==> src/rtl/rc4_pkg.sv <==
package rc4_pkg;

  localparam int unsigned BYTE_W         = 8;
  localparam int unsigned TABLE_DEPTH    = 256;
  localparam int unsigned IDX_W          = $clog2(TABLE_DEPTH);
  localparam int unsigned KEY_BYTES_MAX  = 16;
  localparam int unsigned KEY_REG_W      = 64;
  localparam int unsigned KEY_W          = 2 * KEY_REG_W;
  localparam int unsigned KEY_IDX_W      = 4;
  localparam int unsigned KEY_LEN_W      = 5;
  localparam int unsigned CFG_DATA_W     = 64;
  localparam int unsigned CFG_ADDR_W     = 5;

  localparam logic [KEY_LEN_W-1:0] KEY_LENGTH_RESET = 5'd16;

  // register index, taken from paddr[4:3]
  typedef enum logic [1:0] {
    REG_KEY_LENGTH     = 2'd0,
    REG_KEY_BYTES_LOW  = 2'd1,
    REG_KEY_BYTES_HIGH = 2'd2
  } rc4_reg_e;

  typedef enum logic [3:0] {
    ST_IDLE,
    ST_FILL,
    ST_KSA_RD_N,
    ST_KSA_RD_J,
    ST_KSA_WR_N,
    ST_KSA_WR_J,
    ST_PRGA_RD_I,
    ST_PRGA_RD_J,
    ST_PRGA_WR_I,
    ST_PRGA_WR_J
  } rc4_state_e;

  typedef struct packed {
    logic load_in;
    logic ksa_init;
    logic fill_wr;
    logic ksa_rd_n;
    logic ksa_rd_j;
    logic ksa_wr_n;
    logic ksa_wr_j;
    logic idx_clr;
    logic prga_rd_i;
    logic prga_rd_j;
    logic prga_wr_i;
    logic prga_wr_j;
    logic load_out;
  } rc4_cmd_t;

  typedef struct packed {
    logic n_last;
    logic out_free;
  } rc4_status_t;

endpackage

==> src/rtl/rc4_ram.sv <==
module rc4_ram #(
  parameter int unsigned Width = 8,
  parameter int unsigned Depth = 256
) (
  input  logic                     clk_i,
  input  logic                     we_i,
  input  logic [$clog2(Depth)-1:0] waddr_i,
  input  logic [Width-1:0]         wdata_i,
  input  logic                     re_i,
  input  logic [$clog2(Depth)-1:0] raddr_i,
  output logic [Width-1:0]         rdata_o
);

  logic [Width-1:0] mem_q [Depth];
  logic [Width-1:0] rdata_q;

  // read-first on an address collision
  always_ff @(posedge clk_i) begin
    if (we_i) begin
      mem_q[waddr_i] <= wdata_i;
    end
    if (re_i) begin
      rdata_q <= mem_q[raddr_i];
    end
  end

  assign rdata_o = rdata_q;

endmodule

==> src/rtl/rc4_ctrl.sv <==
module rc4_ctrl import rc4_pkg::*; (
  input  logic        clk_i,
  input  logic        rst_ni,
  input  logic        in_valid_i,
  input  logic        in_start_i,
  output logic        in_ready_o,
  input  rc4_status_t status_i,
  output rc4_cmd_t    cmd_o
);

  rc4_state_e state_q, state_d;
  logic       keyed_q, keyed_d;

  always_ff @(posedge clk_i or negedge rst_ni) begin
    if (!rst_ni) begin
      state_q <= ST_IDLE;
      keyed_q <= 1'b0;
    end else begin
      state_q <= state_d;
      keyed_q <= keyed_d;
    end
  end

  always_comb begin
    state_d    = state_q;
    keyed_d    = keyed_q;
    in_ready_o = 1'b0;
    cmd_o      = '0;
    case (state_q)
      ST_IDLE: begin
        in_ready_o = 1'b1;
        if (in_valid_i) begin
          cmd_o.load_in = 1'b1;
          if (in_start_i || !keyed_q) begin
            cmd_o.ksa_init = 1'b1;
            state_d        = ST_FILL;
          end else begin
            // first read of the byte overlaps the accept cycle
            cmd_o.prga_rd_i = 1'b1;
            state_d         = ST_PRGA_RD_J;
          end
        end
      end
      ST_FILL: begin
        cmd_o.fill_wr = 1'b1;
        if (status_i.n_last) begin
          state_d = ST_KSA_RD_N;
        end
      end
      ST_KSA_RD_N: begin
        cmd_o.ksa_rd_n = 1'b1;
        state_d        = ST_KSA_RD_J;
      end
      ST_KSA_RD_J: begin
        cmd_o.ksa_rd_j = 1'b1;
        state_d        = ST_KSA_WR_N;
      end
      ST_KSA_WR_N: begin
        cmd_o.ksa_wr_n = 1'b1;
        state_d        = ST_KSA_WR_J;
      end
      ST_KSA_WR_J: begin
        cmd_o.ksa_wr_j = 1'b1;
        if (status_i.n_last) begin
          cmd_o.idx_clr = 1'b1;
          keyed_d       = 1'b1;
          state_d       = ST_PRGA_RD_I;
        end else begin
          state_d = ST_KSA_RD_N;
        end
      end
      ST_PRGA_RD_I: begin
        cmd_o.prga_rd_i = 1'b1;
        state_d         = ST_PRGA_RD_J;
      end
      ST_PRGA_RD_J: begin
        cmd_o.prga_rd_j = 1'b1;
        state_d         = ST_PRGA_WR_I;
      end
      ST_PRGA_WR_I: begin
        cmd_o.prga_wr_i = 1'b1;
        state_d         = ST_PRGA_WR_J;
      end
      ST_PRGA_WR_J: begin
        // write is repeated while the output slot is full, which is harmless
        cmd_o.prga_wr_j = 1'b1;
        if (status_i.out_free) begin
          cmd_o.load_out = 1'b1;
          state_d        = ST_IDLE;
        end
      end
      default: begin
        state_d = ST_IDLE;
      end
    endcase
  end

endmodule

==> src/rtl/rc4_dp.sv <==
module rc4_dp import rc4_pkg::*; (
  input  logic                 clk_i,
  input  logic                 rst_ni,
  input  rc4_cmd_t             cmd_i,
  output rc4_status_t          status_o,
  input  logic [BYTE_W-1:0]    in_data_i,
  input  logic [KEY_W-1:0]     key_i,
  input  logic [KEY_LEN_W-1:0] key_len_i,
  input  logic                 out_ready_i,
  output logic                 out_valid_o,
  output logic [BYTE_W-1:0]    out_data_o
);

  logic [BYTE_W-1:0]    data_q;
  logic [IDX_W-1:0]     n_q;
  logic [KEY_IDX_W-1:0] kidx_q, kidx_next;
  logic [IDX_W-1:0]     i_q, j_q;
  logic [BYTE_W-1:0]    si_q, sj_q;
  logic [IDX_W-1:0]     t_q;
  logic                 out_valid_q;
  logic [BYTE_W-1:0]    out_data_q;

  logic                 ram_we, ram_re;
  logic [IDX_W-1:0]     ram_waddr, ram_raddr;
  logic [BYTE_W-1:0]    ram_wdata, ram_rdata;

  logic [BYTE_W-1:0]    key_byte, ks;
  logic [IDX_W-1:0]     ksa_j, prga_i, prga_j, t_sum;

  rc4_ram #(
    .Width (BYTE_W),
    .Depth (TABLE_DEPTH)
  ) u_rc4_ram (
    .clk_i   (clk_i),
    .we_i    (ram_we),
    .waddr_i (ram_waddr),
    .wdata_i (ram_wdata),
    .re_i    (ram_re),
    .raddr_i (ram_raddr),
    .rdata_o (ram_rdata)
  );

  assign key_byte  = key_i[{kidx_q, 3'b000} +: BYTE_W];
  assign kidx_next = (({1'b0, kidx_q} + 5'd1) == key_len_i) ? '0 : kidx_q + 1'b1;
  assign ksa_j     = j_q + ram_rdata + key_byte;
  assign prga_i    = i_q + 1'b1;
  assign prga_j    = j_q + ram_rdata;
  assign t_sum     = si_q + ram_rdata;

  // S[t] after the swap: j slot holds old S[i], i slot holds old S[j]
  always_comb begin
    if (t_q == j_q) begin
      ks = si_q;
    end else if (t_q == i_q) begin
      ks = sj_q;
    end else begin
      ks = ram_rdata;
    end
  end

  always_comb begin
    ram_we    = 1'b0;
    ram_waddr = n_q;
    ram_wdata = ram_rdata;
    ram_re    = 1'b0;
    ram_raddr = n_q;
    if (cmd_i.fill_wr) begin
      ram_we    = 1'b1;
      ram_wdata = n_q;
    end
    if (cmd_i.ksa_rd_n) begin
      ram_re = 1'b1;
    end
    if (cmd_i.ksa_rd_j) begin
      ram_re    = 1'b1;
      ram_raddr = ksa_j;
    end
    if (cmd_i.ksa_wr_n) begin
      ram_we = 1'b1;
    end
    if (cmd_i.ksa_wr_j || cmd_i.prga_wr_j) begin
      ram_we    = 1'b1;
      ram_waddr = j_q;
      ram_wdata = si_q;
    end
    if (cmd_i.prga_rd_i) begin
      ram_re    = 1'b1;
      ram_raddr = prga_i;
    end
    if (cmd_i.prga_rd_j) begin
      ram_re    = 1'b1;
      ram_raddr = prga_j;
    end
    if (cmd_i.prga_wr_i) begin
      ram_we    = 1'b1;
      ram_waddr = i_q;
      ram_re    = 1'b1;
      ram_raddr = t_sum;
    end
  end

  always_ff @(posedge clk_i or negedge rst_ni) begin
    if (!rst_ni) begin
      i_q         <= '0;
      j_q         <= '0;
      out_valid_q <= 1'b0;
    end else begin
      if (cmd_i.ksa_init || cmd_i.idx_clr) begin
        j_q <= '0;
      end else if (cmd_i.ksa_rd_j) begin
        j_q <= ksa_j;
      end else if (cmd_i.prga_rd_j) begin
        j_q <= prga_j;
      end
      if (cmd_i.idx_clr) begin
        i_q <= '0;
      end else if (cmd_i.prga_rd_i) begin
        i_q <= prga_i;
      end
      if (cmd_i.load_out) begin
        out_valid_q <= 1'b1;
      end else if (out_ready_i) begin
        out_valid_q <= 1'b0;
      end
    end
  end

  always_ff @(posedge clk_i) begin
    if (cmd_i.load_in) begin
      data_q <= in_data_i;
    end
    if (cmd_i.ksa_init) begin
      n_q    <= '0;
      kidx_q <= '0;
    end else if (cmd_i.fill_wr) begin
      n_q <= n_q + 1'b1;
    end else if (cmd_i.ksa_wr_j) begin
      n_q    <= n_q + 1'b1;
      kidx_q <= kidx_next;
    end
    if (cmd_i.ksa_rd_j || cmd_i.prga_rd_j) begin
      si_q <= ram_rdata;
    end
    if (cmd_i.prga_wr_i) begin
      sj_q <= ram_rdata;
      t_q  <= t_sum;
    end
    if (cmd_i.load_out) begin
      out_data_q <= data_q ^ ks;
    end
  end

  assign status_o.n_last   = (n_q == IDX_W'(TABLE_DEPTH - 1));
  assign status_o.out_free = !out_valid_q || out_ready_i;
  assign out_valid_o       = out_valid_q;
  assign out_data_o        = out_data_q;

endmodule

==> src/rtl/rc4_stream_cipher_top.sv <==
// channel   | direction | payload
// ----------+-----------+----------------------------------------------------
// s_axis    | in        | tdata: data_byte[7:0]; tuser: start_of_message
// m_axis    | out       | tdata: cipher_byte[7:0]
// apb       | in/out    | key_length @0x00, key_bytes_low @0x08,
//           |           | key_bytes_high @0x10
//
// one byte at a time: accept plus three steps on a one-read, one-write table
// RAM: read S[i] with the accept, read S[j], swap writes
// a byte that starts a message, or the first byte after reset, first runs the
// key schedule: a fill of all 256 table entries, then 256 schedule steps
// reset clears i, j, keyed flag and output valid; key length returns to 16
// and the key bytes to zero
// a full output register stalls the final step until it is taken; a new byte
// can still be accepted while the previous result waits
module rc4_stream_cipher_top import rc4_pkg::*; (
  input  logic                  clk_i,
  input  logic                  rst_ni,
  // stream in
  input  logic                  s_axis_tvalid_i,
  output logic                  s_axis_tready_o,
  input  logic [BYTE_W-1:0]     s_axis_tdata_i,   // [7:0] data_byte
  input  logic [0:0]            s_axis_tuser_i,   // [0] start_of_message
  // stream out
  output logic                  m_axis_tvalid_o,
  input  logic                  m_axis_tready_i,
  output logic [BYTE_W-1:0]     m_axis_tdata_o,   // [7:0] cipher_byte
  // register port
  input  logic                  psel_i,
  input  logic                  penable_i,
  input  logic                  pwrite_i,
  input  logic [CFG_ADDR_W-1:0] paddr_i,
  input  logic [CFG_DATA_W-1:0] pwdata_i,
  output logic [CFG_DATA_W-1:0] prdata_o,
  output logic                  pready_o
);

  logic [KEY_LEN_W-1:0] key_length_q;
  logic [KEY_REG_W-1:0] key_low_q;
  logic [KEY_REG_W-1:0] key_high_q;
  logic [KEY_LEN_W-1:0] key_len_eff;
  logic                 cfg_wr;
  rc4_reg_e             reg_sel;
  rc4_cmd_t             cmd;
  rc4_status_t          status;

  // registers are 64 bits apart, so the index sits in paddr[4:3]
  assign reg_sel  = rc4_reg_e'(paddr_i[4:3]);
  assign pready_o = 1'b1;
  assign cfg_wr   = psel_i && penable_i && pwrite_i;

  always_ff @(posedge clk_i or negedge rst_ni) begin
    if (!rst_ni) begin
      key_length_q <= KEY_LENGTH_RESET;
      key_low_q    <= '0;
      key_high_q   <= '0;
    end else if (cfg_wr) begin
      case (reg_sel)
        REG_KEY_LENGTH:     key_length_q <= pwdata_i[KEY_LEN_W-1:0];
        REG_KEY_BYTES_LOW:  key_low_q    <= pwdata_i;
        REG_KEY_BYTES_HIGH: key_high_q   <= pwdata_i;
        default: begin
          // unmapped address, write dropped
        end
      endcase
    end
  end

  always_comb begin
    case (reg_sel)
      REG_KEY_LENGTH:     prdata_o = CFG_DATA_W'(key_length_q);
      REG_KEY_BYTES_LOW:  prdata_o = key_low_q;
      REG_KEY_BYTES_HIGH: prdata_o = key_high_q;
      default:            prdata_o = '0;
    endcase
  end

  // zero length acts as one, anything past the key size saturates
  always_comb begin
    if (key_length_q == '0) begin
      key_len_eff = KEY_LEN_W'(1);
    end else if (key_length_q > KEY_LEN_W'(KEY_BYTES_MAX)) begin
      key_len_eff = KEY_LEN_W'(KEY_BYTES_MAX);
    end else begin
      key_len_eff = key_length_q;
    end
  end

  // sequencing of key schedule and keystream steps
  rc4_ctrl u_rc4_ctrl (
    .clk_i      (clk_i),
    .rst_ni     (rst_ni),
    .in_valid_i (s_axis_tvalid_i),
    .in_start_i (s_axis_tuser_i[0]),
    .in_ready_o (s_axis_tready_o),
    .status_i   (status),
    .cmd_o      (cmd)
  );

  // permutation table, indices and output register
  rc4_dp u_rc4_dp (
    .clk_i       (clk_i),
    .rst_ni      (rst_ni),
    .cmd_i       (cmd),
    .status_o    (status),
    .in_data_i   (s_axis_tdata_i),
    .key_i       ({key_high_q, key_low_q}),
    .key_len_i   (key_len_eff),
    .out_ready_i (m_axis_tready_i),
    .out_valid_o (m_axis_tvalid_o),
    .out_data_o  (m_axis_tdata_o)
  );

endmodule

==> config.mk <==
export PLATFORM = sky130hd
export DESIGN_NAME = rc4_stream_cipher_top
export DESIGN_NICKNAME = d
export VERILOG_FILES = /design/src/rtl/rc4_pkg.sv /design/src/rtl/rc4_ram.sv /design/src/rtl/rc4_ctrl.sv /design/src/rtl/rc4_dp.sv /design/src/rtl/rc4_stream_cipher_top.sv
export SDC_FILE = /design/constraint.sdc
export NUM_CORES = 2
export LEC_CHECK = 0
export ABC_AREA = 1
export ABC_CLOCK_PERIOD_IN_PS = 12200
export BUFFER_PORTS_ARGS = -buffer_cell sky130_fd_sc_hd__buf_4
export CAP_MARGIN = 30
export CORE_MARGIN = 3
export CORE_UTILIZATION = 42
export DETAILED_ROUTE_END_ITERATION = 16
export HOLD_SLACK_MARGIN = 0.12
export SYNTH_ARGS = -nofsm -noshare
export SYNTH_HDL_FRONTEND = slang
export SYNTH_SLANG_ARGS = --single-unit
==> constraint.sdc <==
create_clock -name clk_i -period 12.2 [get_ports clk_i]
set_input_delay 2.44 -clock clk_i [delete_from_list [all_inputs] [get_ports clk_i]]
set_output_delay 2.44 -clock clk_i [all_outputs]
set_load 0.01 [all_outputs]
==> run_results.csv <==
group,metric,value,unit
routing,wl,285,mm
setup_path,cp_common_cell,"nand3_1",
routing,vias,70500,
placed_design,io_buffers,155,
yosys,synth_top_area_cell,"edfxtp_1",
routing,routed_via_density,5.55,
finish,multi_input_area,27600,sq um
finish,layout.nets,9445,
floorplan,die_x,495,um
yosys,yosys-top-cells-area,"edfxtp_1 (63%), nand3_1 (10%), nand2_1 (8.7%)",
clocking,clock-sinks,2263,
routing,drt_iter0_drc,8253,
timing,rsz0062_at_grt,"false",
yosys,ys_top_cells_by_count,"nand2_1 (2320), edfxtp_1 (2096), nand3_1 (2035)",
finish,drive_above_1_share,0.0648,
finish,nFillCells,21600,
floorplan,initial_utilization,0.423,
routing,drc,0,
timing,hold_viol,0,
global_routing,grt_pass1_wl,424,mm
timing,fin_skew,0.0421,ns
timing,fin_crit,7.36,ns
clocking,tritoncts,"built",
finish,fin_area,111000,sq um
clocking,cts_hold_buf,0,
timing,slew_headroom,0.285,
placed_design,post_dp_cell_area,104000,sq um
yosys,synth_top_area_share,0.626,
setup_path,cp_data_required_time,12.95,ns
yosys,syn_area_per_cell,10.6,sq um
yosys,synth_flop_cell,"edfxtp_1",
clocking,cts_max_level,4,
timing,setup_viol,0,
setup_path,cp_num_buf_inv,4,
yosys,synthesis.instances,9495,
timing,max_freq,136,MHz
timing,period_share,0.603,
yosys,ys_async_sr_fraction,0.0685,
placed_design,gp_congestion,0.905,
setup_path,critPathMaxFanout,173,
job,maxCapViolCount,0,
clocking,cts_max_path_buffers,3,
yosys,synth-seq-cells,2263,
global_routing,grt_usage,0.226,
yosys,synth_warnings,0,
setup_path,critPathCaptureType,"register",
setup_path,cp_cell_sequence,"buf_4 > buf_4 > a21oi_1 > o21ai_0 > a21boi_0 > a311o_1 > ha_1 > fa_1 > or2_1 > nand2_1 > nand2_1 > nand3_1 > nand2_8 > inv_8 > buf_12 > nand3_1 > nand3_1 > nand3_1 > nand3_1 > nand3_1 > nand3_1 > nand3_1 > nand2_1",
global_routing,grt_pass1_vias,66600,
floorplan,core,238000,sq um
routing,wire_per_inst,22.5,um
floorplan,io_pins,160,
yosys,seq_area_frac_synth,0.667,
floorplan,die_y,495,um
clocking,cts_setup_buffers,0,
yosys,synth_edf_count,2096,
setup_path,cp_num_cells,23,
clocking,cts-buffers-inserted,231,
yosys,synthDistinctLibCells,52,
clocking,clk_pin_slew,0.06,ns
global_routing,grt.overflow.total,0,
run_status,status,"completed",
timing,tightest_slew,1.07,ns
global_routing,grt_max_degree,194,
setup_path,cp-start-kind,"register",
floorplan,core.rowCount,179,
placed_design,dp_hpwl,155,mm
clocking,root_buffer,"clkbuf_16",
worst_hold_path,holdPathStages,2,
routing,dr.pass1.iters,7,
clocking,cts_resized,0,
setup_path,cp_slowest_cell,"inv_8",
setup_path,reg2reg_depth,23,
finish,regArea,67100,sq um
finish,area_growth,10.7,%
floorplan,die_area,245000,sq um
setup_path,critical_path_class,"register to register",
yosys,syn_area,101000,sq um
yosys,synth_nets,9607,
timing,finalSetupTns,0,ns
timing,slew_violations,0,
setup_path,max_stage_delay,0.83,ns
global_routing,antenna_found_initial,5,
clocking,clkLatencyLatePin,0.88,ns
setup_path,critPathTopFamily,"buffers and inverters",
routing,ant_nets,0,
setup_path,critical_path_arrival,8.11,ns
worst_hold_path,hold_class,"register to register",
yosys,synth.most_common_cell,"nand2_1",
[worst register-to-register path, stage by stage, from the launching register on]
cell and delay (ns):
dfxtp_2 0.31, buf_4 0.40, buf_4 0.51, a21oi_1 0.15, o21ai_0 0.16, a21boi_0 0.14
a311o_1 0.42, ha_1 0.29, fa_1 0.49, or2_1 0.25, nand2_1 0.06, nand2_1 0.05
nand3_1 0.18, nand2_8 0.39, inv_8 0.87, buf_12 0.86, nand3_1 0.37, nand3_1 0.17
nand3_1 0.12, nand3_1 0.21, nand3_1 0.26, nand3_1 0.34, nand3_1 0.14, nand2_1 0.10
[through the flow]
stage                     hold WS (ns)  utilization  setup WS [ns]  instances
after global placement           0.488        0.437           4.87      12300
after floorplan                  0.461            -           1.53       9495
after CTS                        0.503        0.467           5.06      12700
final                            0.500        0.468           4.84      12700
after global routing             0.531        0.468           4.59      12700
after detailed placement         0.488        0.437           4.78      12300
[cell families after synthesis]
group	after synthesis	share of synthesized area
DFF	2263	0.667
adders and majority gates	27	0.00358
and+or+nand+nor	5098	0.230
buffers and inverters	1493	0.0619
xor gates and xnor gates	44	0.00383
other	1	0.0000373
muxes	4	0.000448
AOI/OAI and AO/OA	565	0.0333
[placed cells by master, fill, tap and decap left out, types with 4 or more instances in the layout]
cell	instances
clkinv_1	58
nor3_1	12
dfrtp_1	154
buf_12	21
buf_16	8
clkbuf_16	235
o21ai_0	244
nand3b_1	369
edfxtp_1	2096
nor4_1	6
or2_2	4
inv_1	831
ha_1	24
o22ai_1	61
a31oi_1	4
o221ai_1	6
a311oi_1	4
xor2_1	30
nand2_1	2307
a211oi_1	9
clkbuf_1	66
diode_2	7
nand4_1	5
a221oi_1	6
nand3_1	2031
bufinv_16	12
a21oi_1	81
xnor2_1	14
nor2_4	5
nor2_1	329
nand3_4	4
clkinv_2	35
a31oi_4	8
buf_4	230
o211ai_1	124
o21ai_1	4
dfxtp_1	11
mux2_2	4
nand2_2	15
[layout make-up]
class / count / area share
sequential: 2263 / 0.602
multi-input combinational: 5739 / 0.248
antenna: 7 / 0.000157
clock inverter: 117 / 0.00878
tap: 3167 / 0.0356
clock buffer: 303 / 0.0553
inverter: 838 / 0.0284
timing repair buffer: 260 / 0.0214
[sequential cells by signal, summed over array words and instances, names as in the netlist]
name,flops
u_rc4_dp.i_q,8
u_rc4_dp.u_rc4_ram.mem_q,2048
u_rc4_dp.out_data_o,8
u_rc4_dp.n_q,8
u_rc4_ctrl.keyed_q,1
u_rc4_dp.kidx_q,4
key_low_q,64
u_rc4_dp.si_q,8
u_rc4_ctrl.state_q,4
u_rc4_dp.out_valid_o,1
u_rc4_dp.sj_q,8
u_rc4_dp.t_q,8
key_length_q,5
u_rc4_dp.j_q,8
key_high_q,64
u_rc4_dp.u_rc4_ram.rdata_o,8
u_rc4_dp.data_q,8
[routing by layer]
metal / track usage / routed length [um]
met1: 0.320 / 121000
met2: 0.350 / 129000
met3: 0.0397 / 24600
met4: 0.0833 / 9690
met5: 0 / 13
[worst paths after layout]
kind | slack (ns) | from | endpoint
min in group asynchronous | 1.59 | rst_ni | u_rc4_ctrl.state_q[1]
setup / recovery | 4.84 | u_rc4_dp.kidx_q[0] | u_rc4_dp.u_rc4_ram.rdata_o[3]
max in group asynchronous | 9.45 | rst_ni | key_high_q[36]
hold reg to reg | 0.50 | u_rc4_ctrl.keyed_q | u_rc4_ctrl.keyed_q
setup reg to reg | 4.84 | u_rc4_dp.kidx_q[0] | u_rc4_dp.u_rc4_ram.rdata_o[3]
hold / removal | 0.50 | u_rc4_ctrl.keyed_q | u_rc4_ctrl.keyed_q
Power is not shown: default switching activity piles up to over one toggle a cycle in this logic, so the estimate is an artifact.
